--- src/hdl/rcfp_pkg.sv ---
// constants, types and command/status structs of the frame parser
// no dependencies; imported by every module of the block
`default_nettype none

package rcfp_pkg;

    // frame layout
    localparam int NUM_CHANNELS = 14;
    localparam int STG_IDX_W    = (NUM_CHANNELS > 1) ? $clog2(NUM_CHANNELS) : 1;
    localparam int CHAN_IDX_W   = 4;
    localparam int POS_W        = 5;
    localparam int VAL_W        = 16;
    localparam int BYTE_W       = 8;

    localparam logic [BYTE_W-1:0] HDR0 = 8'h20;
    localparam logic [BYTE_W-1:0] HDR1 = 8'h40;

    localparam logic [POS_W-1:0] POS_HUNT  = 5'd0;
    localparam logic [POS_W-1:0] POS_HDR1  = 5'd1;
    localparam logic [POS_W-1:0] POS_DATA0 = 5'd2;
    localparam logic [POS_W-1:0] POS_CK_LO = 5'd30;
    localparam logic [POS_W-1:0] POS_CK_HI = 5'd31;

    // checksum seed and value after the first header byte
    localparam logic [VAL_W-1:0] CK_SEED = 16'hFFFF;
    localparam logic [VAL_W-1:0] CK_INIT = CK_SEED - VAL_W'(HDR0);

    // configuration registers
    localparam int CFG_IDX_W = 1;
    localparam logic [CFG_IDX_W-1:0] CFG_CLAMP_MIN = 1'd0;
    localparam logic [CFG_IDX_W-1:0] CFG_CLAMP_MAX = 1'd1;
    localparam logic [VAL_W-1:0] CLAMP_MIN_RST = 16'd1000;
    localparam logic [VAL_W-1:0] CLAMP_MAX_RST = 16'd2000;

    localparam logic [STG_IDX_W-1:0] LAST_STG = STG_IDX_W'(NUM_CHANNELS - 1);

    typedef logic [STG_IDX_W-1:0] t_stg_idx;

    // controller to datapath
    typedef struct packed {
        logic     ck_init;
        logic     ck_sub;
        logic     hold_lo;
        logic     stage_we;
        t_stg_idx stage_addr;
        logic     out_load;
        t_stg_idx out_addr;
        logic     out_last;
    } t_dp_cmd;

    // datapath to controller
    typedef struct packed {
        logic hdr0_match;
        logic hdr1_match;
        logic ck_match;
        logic out_free;
    } t_dp_status;

endpackage

`default_nettype wire

--- src/hdl/rcfp_dp.sv ---
// frame parser datapath: checksum, byte pairing, clamp, staging, output register
// depends on rcfp_pkg
`default_nettype none

module rcfp_dp
    import rcfp_pkg::*;
(
    input  wire logic                  i_clk,
    input  wire logic                  i_rst_n,
    input  wire logic                  i_cfg_we,
    input  wire logic [CFG_IDX_W-1:0]  i_cfg_idx,
    input  wire logic [VAL_W-1:0]      i_cfg_data,
    input  wire logic [BYTE_W-1:0]     i_rx_byte,
    input  wire logic                  i_out_ready,
    input  wire t_dp_cmd               i_cmd,
    output t_dp_status                 o_status,
    output logic                       o_out_valid,
    output logic [CHAN_IDX_W-1:0]      o_out_index,
    output logic [VAL_W-1:0]           o_out_value,
    output logic                       o_out_last
);

    logic [VAL_W-1:0]  r_clamp_min;
    logic [VAL_W-1:0]  r_clamp_max;
    logic [VAL_W-1:0]  r_cksum;
    logic [BYTE_W-1:0] r_held;
    logic [VAL_W-1:0]  r_stage [NUM_CHANNELS];
    logic              r_out_valid;
    logic [CHAN_IDX_W-1:0] r_out_index;
    logic [VAL_W-1:0]  r_out_value;
    logic              r_out_last;

    logic [VAL_W-1:0] raw_word;
    logic [VAL_W-1:0] lo_fixed;
    logic [VAL_W-1:0] clamped;

    // word from current byte and held low byte, clamped min first then max
    assign raw_word = {i_rx_byte, r_held};
    assign lo_fixed = (raw_word < r_clamp_min) ? r_clamp_min : raw_word;
    assign clamped  = (lo_fixed > r_clamp_max) ? r_clamp_max : lo_fixed;

    // status to controller
    assign o_status.hdr0_match = (i_rx_byte == HDR0);
    assign o_status.hdr1_match = (i_rx_byte == HDR1);
    assign o_status.ck_match   = (raw_word == r_cksum);
    assign o_status.out_free   = !r_out_valid || i_out_ready;

    // configuration registers
    always_ff @(posedge i_clk) begin
        if (!i_rst_n) begin
            r_clamp_min <= CLAMP_MIN_RST;
            r_clamp_max <= CLAMP_MAX_RST;
        end else if (i_cfg_we) begin
            case (i_cfg_idx)
                CFG_CLAMP_MIN: r_clamp_min <= i_cfg_data;
                CFG_CLAMP_MAX: r_clamp_max <= i_cfg_data;
                default: begin
                end
            endcase
        end
    end

    // running checksum and held low byte
    always_ff @(posedge i_clk) begin
        if (!i_rst_n) begin
            r_cksum <= CK_SEED;
            r_held  <= '0;
        end else begin
            if (i_cmd.ck_init) begin
                r_cksum <= CK_INIT;
            end else if (i_cmd.ck_sub) begin
                r_cksum <= r_cksum - VAL_W'(i_rx_byte);
            end
            if (i_cmd.hold_lo) begin
                r_held <= i_rx_byte;
            end
        end
    end

    // staged channel values
    always_ff @(posedge i_clk) begin
        if (i_cmd.stage_we) begin
            r_stage[i_cmd.stage_addr] <= clamped;
        end
    end

    // output register, loaded from the staging store
    always_ff @(posedge i_clk) begin
        if (!i_rst_n) begin
            r_out_valid <= 1'b0;
        end else if (i_cmd.out_load) begin
            r_out_valid <= 1'b1;
        end else if (i_out_ready) begin
            r_out_valid <= 1'b0;
        end
    end

    always_ff @(posedge i_clk) begin
        if (i_cmd.out_load) begin
            r_out_index <= CHAN_IDX_W'(i_cmd.out_addr);
            r_out_value <= r_stage[i_cmd.out_addr];
            r_out_last  <= i_cmd.out_last;
        end
    end

    assign o_out_valid = r_out_valid;
    assign o_out_index = r_out_index;
    assign o_out_value = r_out_value;
    assign o_out_last  = r_out_last;

endmodule

`default_nettype wire

--- config.mk ---
export PLATFORM = sky130hd
export DESIGN_NAME = rcfp_dp
export DESIGN_NICKNAME = d
export VERILOG_FILES = /design/src/hdl/rcfp_pkg.sv /design/src/hdl/rcfp_dp.sv
export SDC_FILE = /design/constraint.sdc
export NUM_CORES = 1
export LEC_CHECK = 0
export BUFFER_PORTS_ARGS = -buffer_cell sky130_fd_sc_hd__buf_2
export CAP_MARGIN = 10
export CORE_ASPECT_RATIO = 1.75
export CORE_MARGIN = 3
export CORE_UTILIZATION = 50
export DETAILED_ROUTE_END_ITERATION = 7
export PLACE_DENSITY = 0.67
export SLEW_MARGIN = 20
export SYNTH_ARGS = -nofsm -noshare
export SYNTH_HDL_FRONTEND = slang
export SYNTH_SLANG_ARGS = --single-unit
--- constraint.sdc ---
create_clock -name i_clk -period 5.63 [get_ports i_clk]
set_input_delay 0.563 -clock i_clk [delete_from_list [all_inputs] [get_ports i_clk]]
set_output_delay 0.563 -clock i_clk [all_outputs]
set_load 0.02 [all_outputs]
==> qor.yml <==
timing:
  maxSlewHeadroom: 0.3346
  min_period_over_period: 0.8388
  timing.final.max_slew_violations: 0
  rsz0062_at_grt: "no"
  worst_slack_ns: 0.9077
  min_period_ns: 4.722
  tightest_slew_ns: 0.9704
  fin_tns_setup_ns: 0
  finClkSkew_ns: 0.01709
  finalSetupViolCount: 0
  final-hold-violation-count: 0
  max_freq_mhz: 211.8
drt:
  firstDrtPassIters: 4
  final_antenna_net_count: 0
  wl_per_cell_um: 23.44
  drcViolationCount: 0
  via_per_inst: 5.832
  vias: 7226
  wl_um: 29050
  drtIter0Drc: 418
yosys:
  synthArstFlopShare: 0
  synth_top_area_share: 0.5666
  muxShareOfSynthArea: 0.1587
  synth_top_family_by_area: "multiplexers"
  synth_fp_nets: 901
  syn_area_per_cell_um2: 15.87
  synth_xor_area_frac: 0.01282
  synth_edf_count: 245
  yosys.cell_types.count: 53
  synthTopCellsByArea: "edfxtp_1 57%, mux4_2 11%, dfxtp_1 8.8%, ha_1 3.8%, mux2_2 3.4%"
  synth_compound_area_frac: 0.04876
  synth_area_mm2: 0.01298
  yosysTopAreaCell: "edfxtp_1"
  synth_seq_cells: 302
  yosysWarnings: 0
  yosysSeqAreaShare: 0.6545
  netlist_instances: 818
  yosys.area_share.adder: 0.03912
  yosys.area_share.simple: 0.06196
  synth_top_flop_cell: "edfxtp_1"
place:
  numPortBuffers: 68
  dp_hpwl_um: 19670
  post-place-ws_ns: 0.7112
  gp_congestion: 0.8797
grt:
  antenna_found_initial: 0
  grt_pass1_vias: 7658
  grt-ovfl-total: 0
  grt_pass1_wl_um: 45020
  grt_max_degree: 50
  grt_usage: 0.2157
cts:
  cts_setup_buffers: 0
  path_clk_slew_ns: 0.06
  cts_buffers: 27
  cts_sinks: 302
  clock_latency_ns: 0.54
  ctsHoldBuffers: 0
  ctsLongestPathBuffers: 3
  clock-root-buffer: "clkbuf_16"
  cts_resized: 0
  cts_tree: "done"
  htreeDepth: 1
worst_hold_path:
  whs_endpoint: "o_out_last"
  hold_class: "in -> reg"
  worstHoldStart: "i_cmd[0]"
  hold-path-cell-count: 1
worst_setup_path:
  slowest_delay_ns: 0.78
  crit_type: "reg -> reg"
  cp.required_ns: 5.82
  rr_worst_depth: 15
  r2r_start: "r_clamp_min[2]"
  crit_arrival_ns: 4.91
  rr_endpoint: "r_stage[0][0]"
  worst-r2r-setup-slack_ns: 0.91
  path_cells: "inv_1 > ha_1 > nand2_1 > o21ai_0 > a21oi_1 > o21ai_1 > buf_4 > mux2i_1 > ha_1 > a21o_1 > a2111oi_0 > nor3_1 > a211oi_1 > a22oi_1 > mux2i_1"
  cp-start-kind: "flip-flop"
  cp_max_fo: 16
  slowest_stage: "mux2i_1"
  cp-end-kind: "flip-flop"
finish:
  multiInputGateArea_mm2: 0.004218
  seq_area_mm2: 0.008498
  fillers: 2010
  drive_gt1_frac: 0.2774
  area_delta_synth_final_pct: 13.67
  diodes: 0
  fin_nets: 986
floorplan:
  die_area_mm2: 0.02801
  ios: 69
  fp.dieH_um: 219.2
  initial_core_util: 0.5105
  coreArea_mm2: 0.02543
  fp-row-count: 77
  die_w_um: 127.8
power:
  p_switching_mw: 1.103
  power_density_mw_per_mm2: 343.0
  combPwrFrac: 0.098
  seq_power_share: 0.508
  power_leakage_nw: 5.196
  irDropWorstVdd_v: 0.0001923
  p_int_mw: 3.960
  switching_share: 0.2179
  clockPowerShare: 0.394
flow_run:
  maxCapViolCount: 0
status:
  status: "completed"
-- through the flow --
stage	hold slack (ns)	instance area (µm²)	power (mW)	util	std cells
after floorplan	0.4435	12980	2.951	-	818
after global placement	0.4572	13780	3.110	0.5420	1190
after detailed placement	0.4676	13780	3.122	0.5420	1190
after CTS	0.1830	14760	5.105	0.5803	1239
after global routing	0.1922	14760	5.246	0.5803	1239
final	0.2003	14760	5.063	0.5803	1239
-- kinds of logic (layout without fill, tap and decap cells) --
kind of cell               after synthesis  after routing
AOI/OAI and AO/OA                       93             93
adders and majority gates               40             40
DFF                                    302            302
buffers and inverters                   79            184
muxes                                  121            121
and+or+nand+nor                        164            164
xor gates and xnor gates                19             19
-- cells in the final DEF (no fill, tap or decap), types with 4 or more instances in the layout --
cell       count
mux2_2        39
xnor2_1       18
nand4_1        7
nor2_2        10
nor2_1         7
a21boi_0      22
clkbuf_16     27
nor3_1        10
nand2_1       71
buf_4         22
nand2b_1       5
o21ai_0       14
a21oi_1       19
mux2i_1       18
nor2b_1       15
mux4_2        64
nor3_2         4
edfxtp_1     245
dfxtp_1       57
inv_1         46
clkbuf_8       5
ha_1          39
nor4_1         5
bufinv_16      6
or3_1          5
buf_2         67
clkbuf_1       5
o211ai_1      13
nand3_1       11
-- critical path, delay by kind of cell (launching register included) --
family / cells / cell delay, ns
AOI/OAI and AO/OA: 7 / 1.64
adders and majority gates: 2 / 0.64
buffers and inverters: 2 / 0.33
DFF: 1 / 0.36
muxes: 2 / 1.24
and+or+nand+nor: 2 / 0.17
-- worst max path at each step --
stage                    from             end  slack [ns]  cells after the start
5_1_grt        r_clamp_min[2]   r_stage[9][0]        0.50                     15
3_3_place_gp     i_rx_byte[1]   r_stage[8][0]        0.86                     15
2_1_floorplan    i_rx_byte[7]   r_stage[0][0]        1.22                     14
3_5_place_dp     i_rx_byte[1]  r_stage[11][0]        0.71                     15
6_report       r_clamp_min[2]   r_stage[0][0]        0.91                     15
4_1_cts        r_clamp_min[2]  r_stage[10][0]        0.94                     15
-- state kept, by name (all words and copies together), names as in the netlist --
signal       cells
r_clamp_min     16
o_out_index      4
r_stage        224
r_cksum         16
r_clamp_max     16
o_out_value     16
o_out_last       1
o_out_valid      1
r_held           8
-- cells in the mapped netlist (all sizes together) (2+ instances only) --
cell type and count:
nor2b 15, a21oi 19, o21ai 16, or4 2, inv 46, a211oi 2
ha 39, nand3 11, nand3b 3, nand2b 5, edfxtp 245, o21a 3
and2 2, a21o 3, nor4 5, nand2 71, mux2 39, mux4 64
dfxtp 57, a2111oi 2, nand4 7, a21boi 22, a211o 2, buf 12
o211ai 13, and4 3, nor3 14, xnor2 18, or3 6, clkbuf 21
o31a 2, mux2i 18, o31ai 3, nor2 17, or3b 3
-- metal layers --
| metal | vias to the layer above | wire length, µm | GRT usage |
|---|---|---|---|
| met3 | 75 | 1165 | 0.02362 |
| met2 | 182 | 16120 | 0.4029 |
| met1 | 3638 | 10330 | 0.2424 |
| met4 | 0 | 1433 | 0.1009 |
| met5 | - | 0 | 0 |
| li1 | 3331 | - | - |
-- cell type report --
type                    instances  share of cell area
repair buffers                 89             0.03391
clock inverters                12             0.01433
inverters                      46             0.01170
clock buffers                  37             0.05171
multi-input cells             437              0.2858
flip-flops and latches        302              0.5758
well taps                     316             0.02679
-- power by group through the flow --
stage / sequential [mW] / combinational [mW] / clock [mW]
after CTS: 2.57 / 0.504 / 2.03
after detailed placement: 2.62 / 0.501 / 0
after global routing: 2.58 / 0.552 / 2.12
after global placement: 2.62 / 0.491 / 0
final: 2.57 / 0.495 / 2.00
after floorplan: 2.63 / 0.325 / 0
Power figures use the tool's default switching activity.
