`config.mk`:
```
export PLATFORM = sky130hd
export DESIGN_NAME = rcfp_ctrl
export DESIGN_NICKNAME = d
export VERILOG_FILES = /design/src/hdl/rcfp_pkg.sv /design/src/hdl/rcfp_ctrl.sv
export SDC_FILE = /design/constraint.sdc
export NUM_CORES = 1
export LEC_CHECK = 0
export BUFFER_PORTS_ARGS = -buffer_cell sky130_fd_sc_hd__buf_4
export CAP_MARGIN = 5
export CORE_MARGIN = 10
export CORE_UTILIZATION = 51
export CTS_CLUSTER_SIZE = 14
export DETAILED_ROUTE_END_ITERATION = 12
export HOLD_SLACK_MARGIN = 0.1
export PLACE_DENSITY = 0.78
export SLEW_MARGIN = 15
export SYNTH_ARGS = -nofsm -noshare
export SYNTH_HDL_FRONTEND = slang
export SYNTH_SLANG_ARGS = --single-unit
```
`constraint.sdc`:
```
create_clock -name i_clk -period 3 [get_ports i_clk]
set_input_delay 0.9 -clock i_clk [delete_from_list [all_inputs] [get_ports i_clk]]
set_output_delay 0.9 -clock i_clk [all_outputs]
set_load 0.005 [all_outputs]
```
`src/hdl/rcfp_pkg.sv`:
```
// constants, types and command/status structs of the frame parser
// no dependencies; imported by every module of the block
`default_nettype none

package rcfp_pkg;

    // frame layout
    localparam int NUM_CHANNELS = 14;
    localparam int STG_IDX_W    = (NUM_CHANNELS > 1) ? $clog2(NUM_CHANNELS) : 1;
    localparam int CHAN_IDX_W   = 4;
    localparam int POS_W        = 5;
    localparam int VAL_W        = 16;
    localparam int BYTE_W       = 8;

    localparam logic [BYTE_W-1:0] HDR0 = 8'h20;
    localparam logic [BYTE_W-1:0] HDR1 = 8'h40;

    localparam logic [POS_W-1:0] POS_HUNT  = 5'd0;
    localparam logic [POS_W-1:0] POS_HDR1  = 5'd1;
    localparam logic [POS_W-1:0] POS_DATA0 = 5'd2;
    localparam logic [POS_W-1:0] POS_CK_LO = 5'd30;
    localparam logic [POS_W-1:0] POS_CK_HI = 5'd31;

    // checksum seed and value after the first header byte
    localparam logic [VAL_W-1:0] CK_SEED = 16'hFFFF;
    localparam logic [VAL_W-1:0] CK_INIT = CK_SEED - VAL_W'(HDR0);

    // configuration registers
    localparam int CFG_IDX_W = 1;
    localparam logic [CFG_IDX_W-1:0] CFG_CLAMP_MIN = 1'd0;
    localparam logic [CFG_IDX_W-1:0] CFG_CLAMP_MAX = 1'd1;
    localparam logic [VAL_W-1:0] CLAMP_MIN_RST = 16'd1000;
    localparam logic [VAL_W-1:0] CLAMP_MAX_RST = 16'd2000;

    localparam logic [STG_IDX_W-1:0] LAST_STG = STG_IDX_W'(NUM_CHANNELS - 1);

    typedef logic [STG_IDX_W-1:0] t_stg_idx;

    // controller to datapath
    typedef struct packed {
        logic     ck_init;
        logic     ck_sub;
        logic     hold_lo;
        logic     stage_we;
        t_stg_idx stage_addr;
        logic     out_load;
        t_stg_idx out_addr;
        logic     out_last;
    } t_dp_cmd;

    // datapath to controller
    typedef struct packed {
        logic hdr0_match;
        logic hdr1_match;
        logic ck_match;
        logic out_free;
    } t_dp_status;

endpackage

`default_nettype wire

```
`src/hdl/rcfp_ctrl.sv`:
```
// frame parser controller: frame position tracking and emission sequencing
// depends on rcfp_pkg
`default_nettype none

module rcfp_ctrl
    import rcfp_pkg::*;
(
    input  wire logic       i_clk,
    input  wire logic       i_rst_n,
    input  wire logic       i_in_valid,
    output logic            o_in_ready,
    input  wire t_dp_status i_status,
    output t_dp_cmd         o_cmd
);

    localparam logic ST_RECV = 1'b0;
    localparam logic ST_EMIT = 1'b1;

    logic             r_state, n_state;
    logic [POS_W-1:0] r_pos, n_pos;
    t_stg_idx         r_cnt, n_cnt;

    logic                  accept;
    logic [CHAN_IDX_W-1:0] word_idx;

    assign o_in_ready = (r_state == ST_RECV);
    assign accept     = o_in_ready && i_in_valid;
    assign word_idx   = CHAN_IDX_W'(r_pos[POS_W-1:1]) - CHAN_IDX_W'(1);

    // next state and datapath commands
    always_comb begin
        n_state = r_state;
        n_pos   = r_pos;
        n_cnt   = r_cnt;
        o_cmd   = '0;
        o_cmd.stage_addr = word_idx[STG_IDX_W-1:0];
        o_cmd.out_addr   = r_cnt;
        o_cmd.out_last   = (r_cnt == LAST_STG);
        case (r_state)
            ST_RECV: begin
                if (accept) begin
                    if (r_pos == POS_HUNT) begin
                        if (i_status.hdr0_match) begin
                            o_cmd.ck_init = 1'b1;
                            n_pos = POS_HDR1;
                        end
                    end else if (r_pos == POS_HDR1) begin
                        if (i_status.hdr1_match) begin
                            o_cmd.ck_sub = 1'b1;
                            n_pos = POS_DATA0;
                        end else begin
                            n_pos = POS_HUNT;
                        end
                    end else if (r_pos == POS_CK_LO) begin
                        o_cmd.hold_lo = 1'b1;
                        n_pos = POS_CK_HI;
                    end else if (r_pos == POS_CK_HI) begin
                        n_pos = POS_HUNT;
                        if (i_status.ck_match) begin
                            n_state = ST_EMIT;
                            n_cnt   = '0;
                        end
                    end else begin
                        o_cmd.ck_sub = 1'b1;
                        if (!r_pos[0]) begin
                            o_cmd.hold_lo = 1'b1;
                        end else if (word_idx < CHAN_IDX_W'(NUM_CHANNELS)) begin
                            o_cmd.stage_we = 1'b1;
                        end
                        n_pos = r_pos + POS_W'(1);
                    end
                end
            end
            ST_EMIT: begin
                if (i_status.out_free) begin
                    o_cmd.out_load = 1'b1;
                    if (r_cnt == LAST_STG) begin
                        n_state = ST_RECV;
                    end else begin
                        n_cnt = r_cnt + STG_IDX_W'(1);
                    end
                end
            end
            default: begin
                n_state = ST_RECV;
            end
        endcase
    end

    // control registers
    always_ff @(posedge i_clk) begin
        if (!i_rst_n) begin
            r_state <= ST_RECV;
            r_pos   <= POS_HUNT;
            r_cnt   <= '0;
        end else begin
            r_state <= n_state;
            r_pos   <= n_pos;
            r_cnt   <= n_cnt;
        end
    end

endmodule

`default_nettype wire

```
==> impl_metrics.json, run 1 <==
{
  "drt_iter0_drc": 31,
  "start_kind": "register",
  "finClkSkew_ns": 0.00409,
  "grt_max_degree": 11,
  "hp-start": "r_pos[3]$_SDFFE_PN0P_",
  "grt.overflow.total": 0,
  "cts-root-buf": "clkbuf_4",
  "yosysTopAreaCellShare_pct": 24.0,
  "port_buffers": 21,
  "crit_chain": "inv_2 -> ha_1 -> or4b_4 -> or3b_1 -> buf_4 -> nor2_1 -> buf_4",
  "fill_cells": 133,
  "min_to": "r_pos[3]$_SDFFE_PN0P_",
  "cts_buffers": 3,
  "layout-drive-gt1-share_pct": 34.1,
  "rsz0062_at_grt": "false",
  "finalCritPeriodShare_pct": 97.3,
  "critPathSlowestCell": "dfxtp_2",
  "yosys.area_share.simple_pct": 25.3,
  "cp_max_fo": 6,
  "wirelength_um": 2280,
  "whs_path_depth": 2,
  "clock_latency_ns": 0.28,
  "grt_pass1_vias": 846,
  "worst_pin_slew_ns": 0.388,
  "post-route-min-period_ns": 2.92,
  "synth_fa_ha_area_share_pct": 13.5,
  "postCtsHoldBufs": 0,
  "syn_inst": 99,
  "synth-seq-cells": 10,
  "rrSetupSlack_ns": 0.62,
  "die_area_sq_um": 3650,
  "fmax_ghz": 0.343,
  "first_pass_iters": 4,
  "area_growth_pct": 27.6,
  "antenna_left": 0,
  "htreeDepth": 1,
  "yosys_warnings": 0,
  "outcome": "complete, no violations",
  "die_x_um": 60.5,
  "antenna_found_initial": 0,
  "wl_per_cell_um": 16.0,
  "floorplan.rows": 14,
  "cap_violations": 0,
  "worstPathArrival_ns": 2.02,
  "drc_errors": 0,
  "place_worst_setup_slack_ns": 0.186,
  "place_hpwl_um": 1810,
  "cts_tree": "built",
  "relSlewSlack_pct": 73.8,
  "nets": 143,
  "grt_pass1_wl_um": 3790,
  "insertedDiodeCount": 0,
  "cts_setup_buffers": 0,
  "setup_ws_ns": 0.0807,
  "setup_viol": 0,
  "initial_core_util_pct": 54.8,
  "reg2reg_to": "r_cnt[3]$_SDFFE_PN0P_",
  "reg2reg_from": "r_pos[0]$_SDFFE_PN0P_",
  "cpPeakStageDelay_ns": 0.39,
  "synth_area_sq_um": 835,
  "p_leak_nw": 0.478,
  "cts.clk_slew.worst_paths_ns": 0.07,
  "ff2ff_path_depth": 7,
  "hold_path_class": "register to register",
  "cpMostUsedCell": "buf_4",
  "synthTopCellsByArea": "dfxtp_1 (24%), ha_1 (13%), inv_1 (4.9%)",
  "grt_use_total_pct": 13.3,
  "netlist.top_cell.by_area": "dfxtp_1",
  "gp_congestion": 0.929,
  "synth_fp_nets": 115,
  "coreArea_sq_um": 1520,
  "die_h_um": 60.5,
  "post_cts_resized": 3,
  "ir_worst_vdd_v": 0.000332,
  "synth_cell_types": 41,
  "multiInputGateArea_sq_um": 562,
  "hold_violations": 0,
  "vias_per_cell": 6.01,
  "via_count": 854,
  "synthMuxAreaShare_pct": 2.55,
  "seqCellArea_sq_um": 203,
  "final_common_cell": "buf_4",
  "hold_ws_ns": 0.484,
  "clk_path_buf_depth": 2,
  "p_total_uw": 336,
  "drv_slew": 0,
  "ys_seq_area_share_pct": 24.0,
  "cts_sinks": 10,
  "synth_compound_area_share_pct": 23.4,
  "power_density_nw_per_um2": 315,
  "end_kind": "output port",
  "synth_top_family_by_area": "simple AND/OR/NAND/NOR gates",
  "syn_avg_cell_area_sq_um": 8.43,
  "worst-setup-path-type": "register to output port",
  "tns_ns": 0,
  "worstPathRequired_ns": 2.10,
  "io_pins": 22,
  "synth_xor_xnor_area_share_pct": 2.10,
  "mostFrequentLayoutCells": "buf_4 (27), inv_1 (9), ha_1 (9)"
}
## where the power goes
part | switching, mW | internal, mW
combinational | 0.0330 | 0.0355
clock | 0.0542 | 0.0739
sequential | 0.00393 | 0.135
total | 0.0911 | 0.245
## critical path, delay by kind of cell, from the launching register on
family / cells / cell delay [ns]
simple gates: 3 / 0.74
flops: 1 / 0.39
buf+inv: 3 / 0.37
fa+ha+maj: 1 / 0.23
## layer usage
metal | up-vias | GRT usage, % | routed length, um
met5 | - | 0 | 0
met4 | 0 | 7.21 | 64
met3 | 10 | 4.18 | 183
met2 | 32 | 23.4 | 1150
met1 | 401 | 13.7 | 881
li1 | 411 | - | -
## worst max path at each step
stage                                from         to  slack [ns]  depth (start not counted)
finish              r_pos[0]$_SDFFE_PN0P_  o_cmd[11]        0.08                          7
global placement    r_pos[1]$_SDFFE_PN0P_  o_cmd[11]        0.21                          7
global route        r_pos[0]$_SDFFE_PN0P_  o_cmd[11]        0.02                          7
detailed placement  r_pos[1]$_SDFFE_PN0P_  o_cmd[11]        0.19                          7
floorplan                      i_in_valid  o_cmd[10]        0.29                          4
CTS                 r_pos[0]$_SDFFE_PN0P_  o_cmd[11]        0.01                          7
## synth_stat cells, drive strengths merged
master   instances
o211a            1
nor3             2
or4              2
a211oi           3
xor2             2
o32a             1
nor4b            1
nand4            1
and3b            1
clkbuf           1
and3             2
or3              1
or3b             1
dfxtp           10
o31ai            2
nand2b           1
a2bb2oi          1
or4b             1
o21ai            4
inv             11
mux2i            1
ha               9
buf              3
mux2             1
a21oi            6
nand3b           1
o221a            1
nand3            5
nand2            6
nor2             8
o311ai           1
a311oi           1
o311a            1
nor2b            2
and4             1
a21o             2
a21boi           1
## sequential cells by signal, indices dropped and copies added, names as in the netlist
register  cells
r_pos         5
r_cnt         4
r_state       1
## cells by family after synthesis
kind of cell | Yosys count
adders and majority gates | 9
xor gates and xnor gates | 2
AOI/OAI and AO/OA | 25
muxes | 2
and+or+nand+nor | 36
buffers and inverters | 15
DFF | 10
## final cells by class
type | count | area share (%)
multi-input combinational | 74 | 52.8
sequential | 10 | 19.0
timing repair buffer | 27 | 19.0
inverter | 11 | 3.88
clock buffer | 4 | 3.41
tap | 16 | 1.88
## stage by stage
| step | utilization, % | instance area, sq um | std cells |
|---|---|---|---|
| after floorplan | - | 835 | 99 |
| after global placement | 67.1 | 1020 | 138 |
| after detailed placement | 67.1 | 1020 | 138 |
| after CTS | 69.7 | 1060 | 142 |
| after global routing | 69.9 | 1060 | 142 |
| final | 69.9 | 1060 | 142 |
(Power assumes the default switching activity.)
==> run 2: changes to the inputs <==
--- a/config.mk
+++ b/config.mk
@@ -13,6 +13,7 @@
 export DETAILED_ROUTE_END_ITERATION = 12
 export HOLD_SLACK_MARGIN = 0.1
 export PLACE_DENSITY = 0.78
+export REMOVE_ABC_BUFFERS = 1
 export SLEW_MARGIN = 15
 export SYNTH_ARGS = -nofsm -noshare
 export SYNTH_HDL_FRONTEND = slang
==> impl_metrics.json, run 2 (synthesis results as in run 1) <==
{
  "outcome": "complete, no violations",
  "port_buffers": 21,
  "relSlewSlack_pct": 75.1,
  "layout-drive-gt1-share_pct": 34.4,
  "cap_violations": 0,
  "antenna_found_initial": 0,
  "grt.overflow.total": 0,
  "place_hpwl_um": 1800,
  "worst-setup-path-type": "register to output port",
  "finClkSkew_ns": 0.00396,
  "cts_setup_buffers": 0,
  "finalCritPeriodShare_pct": 96.1,
  "hold_violations": 0,
  "grt_max_degree": 12,
  "p_sw_share_pct": 26.5,
  "floorplan.rows": 14,
  "drt_iter0_drc": 18,
  "clk_path_buf_depth": 2,
  "p_leak_nw": 0.474,
  "wirelength_um": 2210,
  "rsz0062_at_grt": "false",
  "post-route-min-period_ns": 2.88,
  "cts.clk_slew.worst_paths_ns": 0.07,
  "wl_per_cell_um": 15.7,
  "combPwrFrac_pct": 20.7,
  "cts_tree": "built",
  "hold_path_class": "register to register",
  "fill_cells": 126,
  "final_common_cell": "buf_4",
  "cts-root-buf": "clkbuf_4",
  "io_pins": 22,
  "power_density_nw_per_um2": 317,
  "instances_no_fill": 141,
  "insertedDiodeCount": 0,
  "worstPathRequired_ns": 2.10,
  "mostFrequentLayoutCells": "buf_4 (26), ha_1 (9), dfxtp_1 (9)",
  "worstPathArrival_ns": 1.98,
  "drv_slew": 0,
  "end_kind": "output port",
  "die_x_um": 60.5,
  "first_pass_iters": 6,
  "nets": 142,
  "ir_worst_vdd_v": 0.000235,
  "grt_use_total_pct": 13.4,
  "die_area_sq_um": 3650,
  "drc_errors": 0,
  "regMostFlops": "r_pos",
  "cp_max_fo": 5,
  "hold_ws_ns": 0.523,
  "via_count": 813,
  "coreArea_sq_um": 1520,
  "fmax_ghz": 0.347,
  "area_growth_pct": 26.8,
  "htreeDepth": 1,
  "antenna_left": 0,
  "die_h_um": 60.5,
  "vias_per_cell": 5.77,
  "worst_pin_slew_ns": 0.368,
  "start_kind": "register",
  "largest_reg_flops": 5,
  "largestRegisters": "r_pos (5), r_cnt (4), r_state (1)",
  "cts_sinks": 10,
  "dp.cells": 137,
  "gp_congestion": 0.993,
  "setup_viol": 0,
  "clockPowerShare_pct": 38.1,
  "grt_pass1_vias": 815,
  "sequentialPowerShare_pct": 41.2,
  "grt_pass1_wl_um": 3770,
  "cts_buffers": 3,
  "clock_latency_ns": 0.28,
  "initial_core_util_pct": 54.8,
  "tns_ns": 0,
  "p_switching_uw": 88.8,
  "intPower_uw": 246
}
-- run 2: worst max-delay path, cell delays in order (launching register included) --
cell and delay (ns):
dfxtp_1 0.33, buf_4 0.15, ha_1 0.21, and3_1 0.19, ha_1 0.23, inv_2 0.12, nand3_1 0.09, a311oi_1 0.22
buf_4 0.16
-- run 2: final timing paths --
check                   startpoint                     to  slack [ns]  cells past startpoint
max          r_pos[1]$_SDFFE_PN0P_              o_cmd[10]        0.12                      8
min          r_cnt[2]$_SDFFE_PN0P_  r_cnt[2]$_SDFFE_PN0P_        0.52                      2
max reg2reg  r_pos[1]$_SDFFE_PN0P_  r_cnt[3]$_SDFFE_PN0P_        0.58                      8
min reg2reg  r_cnt[2]$_SDFFE_PN0P_  r_cnt[2]$_SDFFE_PN0P_        0.52                      2
-- run 2: timing repair --
item / CTS / global route
endpoints found under the setup margin: 1 / 2
resized for setup: 2 / 4
hold buffers: 0 / 0
hold endpoints to repair: 0 / 0
-- run 2: area by class of cell --
type | count | area, sq um | share of cell area, %
multi-input combinational | 74 | 564 | 53.3
inverter | 11 | 41.3 | 3.90
sequential | 10 | 201 | 19.0
timing repair buffer | 26 | 195 | 18.4
tap | 16 | 20.0 | 1.89
clock buffer | 4 | 36.3 | 3.43
-- run 2: metal layers --
layer | wire length [um] | vias up | GRT usage, %
met3 | 180 | 9 | 5.85
li1 | - | 408 | -
met5 | 0 | - | 0
met1 | 960 | 368 | 15.7
met4 | 69 | 0 | 7.52
met2 | 1000 | 28 | 20.0
-- run 2: through the flow --
step / setup WS (ns) / util (%) / power, mW / instance area, sq um
final: 0.118 / 69.5 / 0.335 / 1060
after global routing: 0.0467 / 69.5 / 0.355 / 1060
after CTS: 0.00263 / 69.0 / 0.336 / 1050
after detailed placement: 0.239 / 66.6 / 0.207 / 1010
after global placement: 0.261 / 66.6 / 0.207 / 1010
after floorplan: 0.320 / - / 0.176 / 800
-- run 2: power groups by stage --
stage	registers (mW)	logic, mW	clock network (mW)
after global routing	0.139	0.0765	0.139
after floorplan	0.140	0.0355	0
after global placement	0.140	0.0663	0
after CTS	0.138	0.0669	0.131
after detailed placement	0.141	0.0664	0
final	0.138	0.0694	0.128
==> run 3: changes to the inputs <==
--- a/config.mk
+++ b/config.mk
@@ -12,8 +12,9 @@
 export CTS_CLUSTER_SIZE = 14
 export DETAILED_ROUTE_END_ITERATION = 12
 export HOLD_SLACK_MARGIN = 0.1
-export PLACE_DENSITY = 0.78
+export PLACE_DENSITY = 0.75
 export REMOVE_ABC_BUFFERS = 1
+export SKIP_CTS_REPAIR_TIMING = 1
 export SLEW_MARGIN = 15
 export SYNTH_ARGS = -nofsm -noshare
 export SYNTH_HDL_FRONTEND = slang
==> impl_metrics.json, run 3 (synthesis results as in run 1) <==
{
  "floorplan.rows": 14,
  "setup_viol": 0,
  "worst-setup-path-type": "register to output port",
  "post-route-util_pct": 69.9,
  "nets": 143,
  "port_buffers": 21,
  "finalCritPeriodShare_pct": 97.3,
  "via_count": 853,
  "cts.clk_slew.worst_paths_ns": 0.07,
  "grt_pass1_wl_um": 3670,
  "cp-startpoint": "r_pos[0]$_SDFFE_PN0P_",
  "drv_slew": 0,
  "start_kind": "register",
  "coreArea_sq_um": 1520,
  "vias_per_cell": 6.01,
  "insertedDiodeCount": 0,
  "area_growth_pct": 27.6,
  "final_common_cell": "buf_4",
  "p_total_uw": 329,
  "cp_max_fo": 6,
  "die_area_sq_um": 3650,
  "htreeDepth": 1,
  "gp_congestion": 0.855,
  "drt_iter0_drc": 39,
  "ff2ff_path_depth": 7,
  "drc_errors": 0,
  "worstPathRequired_ns": 2.10,
  "cts-root-buf": "clkbuf_4",
  "grt_use_total_pct": 12.8,
  "grt.overflow.total": 0,
  "reg2reg_from": "r_pos[1]$_SDFFE_PN0P_",
  "hold_path_class": "register to register",
  "die_x_um": 60.5,
  "worstPathArrival_ns": 2.02,
  "hold_violations": 0,
  "rsz0062_at_grt": "false",
  "end_kind": "output port",
  "p_leak_nw": 0.478,
  "rrSetupSlack_ns": 0.64,
  "place_hpwl_um": 1770,
  "first_pass_iters": 4,
  "antenna_found_initial": 0,
  "power_density_nw_per_um2": 309,
  "cts_tree": "built",
  "cts_buffers": 3,
  "cap_violations": 0,
  "post-route-min-period_ns": 2.92,
  "io_pins": 22,
  "ir_worst_vdd_v": 0.000257,
  "grt_max_degree": 11,
  "mostFrequentLayoutCells": "buf_4 (27), inv_1 (10), ha_1 (9)",
  "fmax_ghz": 0.343,
  "relSlewSlack_pct": 75.2,
  "initial_core_util_pct": 54.8,
  "regMostFlops": "r_pos",
  "grt_pass1_vias": 797,
  "largestRegisters": "r_pos (5), r_cnt (4), r_state (1)",
  "fill_cells": 118,
  "cts_sinks": 10,
  "clock_latency_ns": 0.27,
  "outcome": "complete, no violations",
  "die_h_um": 60.5,
  "reg2reg_to": "r_cnt[3]$_SDFFE_PN0P_",
  "largest_reg_flops": 5,
  "cp-endpoint": "o_cmd[10]",
  "antenna_left": 0,
  "wl_per_cell_um": 16.4,
  "wirelength_um": 2320,
  "layout-drive-gt1-share_pct": 33.3,
  "finClkSkew_ns": 0.00681,
  "worst_pin_slew_ns": 0.366,
  "clk_path_buf_depth": 2
}
==> run 3: metrics by stage <==
step / std cells / hold WS, ns / TNS (ns) / cell area [sq um] / setup slack (ns)
2_1_floorplan: 95 / 0.502 / 0 / 800 / 0.320
3_3_place_gp: 138 / 0.460 / 0 / 1020 / 0.197
3_5_place_dp: 138 / 0.485 / 0 / 1020 / 0.176
4_1_cts: 142 / 0.495 / -0.160 / 1060 / -0.121
5_1_grt: 142 / 0.514 / 0 / 1060 / 0.0223
6_report: 142 / 0.513 / 0 / 1060 / 0.0813
==> run 3: power breakdown <==
group / internal [mW] / switching (mW) / total (mW)
Sequential: 0.135 / 0.00387 / 0.139
Clock: 0.0737 / 0.0491 / 0.123
Combinational: 0.0353 / 0.0320 / 0.0673
==> run 3: critical path, stage by stage, from the launching register on <==
cell      delay, ns
dfxtp_2        0.38
inv_1          0.10
ha_1           0.25
or4b_4         0.24
or3b_1         0.37
a311oi_1       0.26
buf_4          0.16
==> run 3: worst min-delay path by stage <==
stage                     startpoint               endpoint  slack (ns)  cells past startpoint
2_1_floorplan  r_cnt[2]$_SDFFE_PN0P_  r_cnt[2]$_SDFFE_PN0P_        0.50                      2
3_3_place_gp   r_pos[3]$_SDFFE_PN0P_  r_pos[3]$_SDFFE_PN0P_        0.46                      2
3_5_place_dp   r_pos[3]$_SDFFE_PN0P_  r_pos[3]$_SDFFE_PN0P_        0.48                      2
4_1_cts        r_pos[3]$_SDFFE_PN0P_  r_pos[3]$_SDFFE_PN0P_        0.49                      2
5_1_grt        r_pos[3]$_SDFFE_PN0P_  r_pos[3]$_SDFFE_PN0P_        0.51                      2
6_report       r_pos[3]$_SDFFE_PN0P_  r_pos[3]$_SDFFE_PN0P_        0.51                      2
==> run 3: layer usage <==
| layer | vias up | routed length, um | track usage [%] | share of wire (%) |
|---|---|---|---|---|
| met5 | - | 0 | 0 | 0 |
| met4 | 0 | 14 | 4.08 | 0.60 |
| met3 | 2 | 200 | 4.80 | 8.6 |
| met2 | 30 | 1060 | 19.3 | 46 |
| met1 | 409 | 1040 | 16.6 | 45 |
| li1 | 412 | - | - | - |
==> run 3: cell type report <==
class                           count  area [sq um]  share of cell area, %
Tap cell                           16          20.0                   1.88
Clock buffer                        4          36.3                   3.41
Inverter                           11          41.3                   3.88
Sequential cell                    10           203                   19.0
Multi-Input combinational cell     74           562                   52.8
Timing Repair Buffer               27           203                   19.0
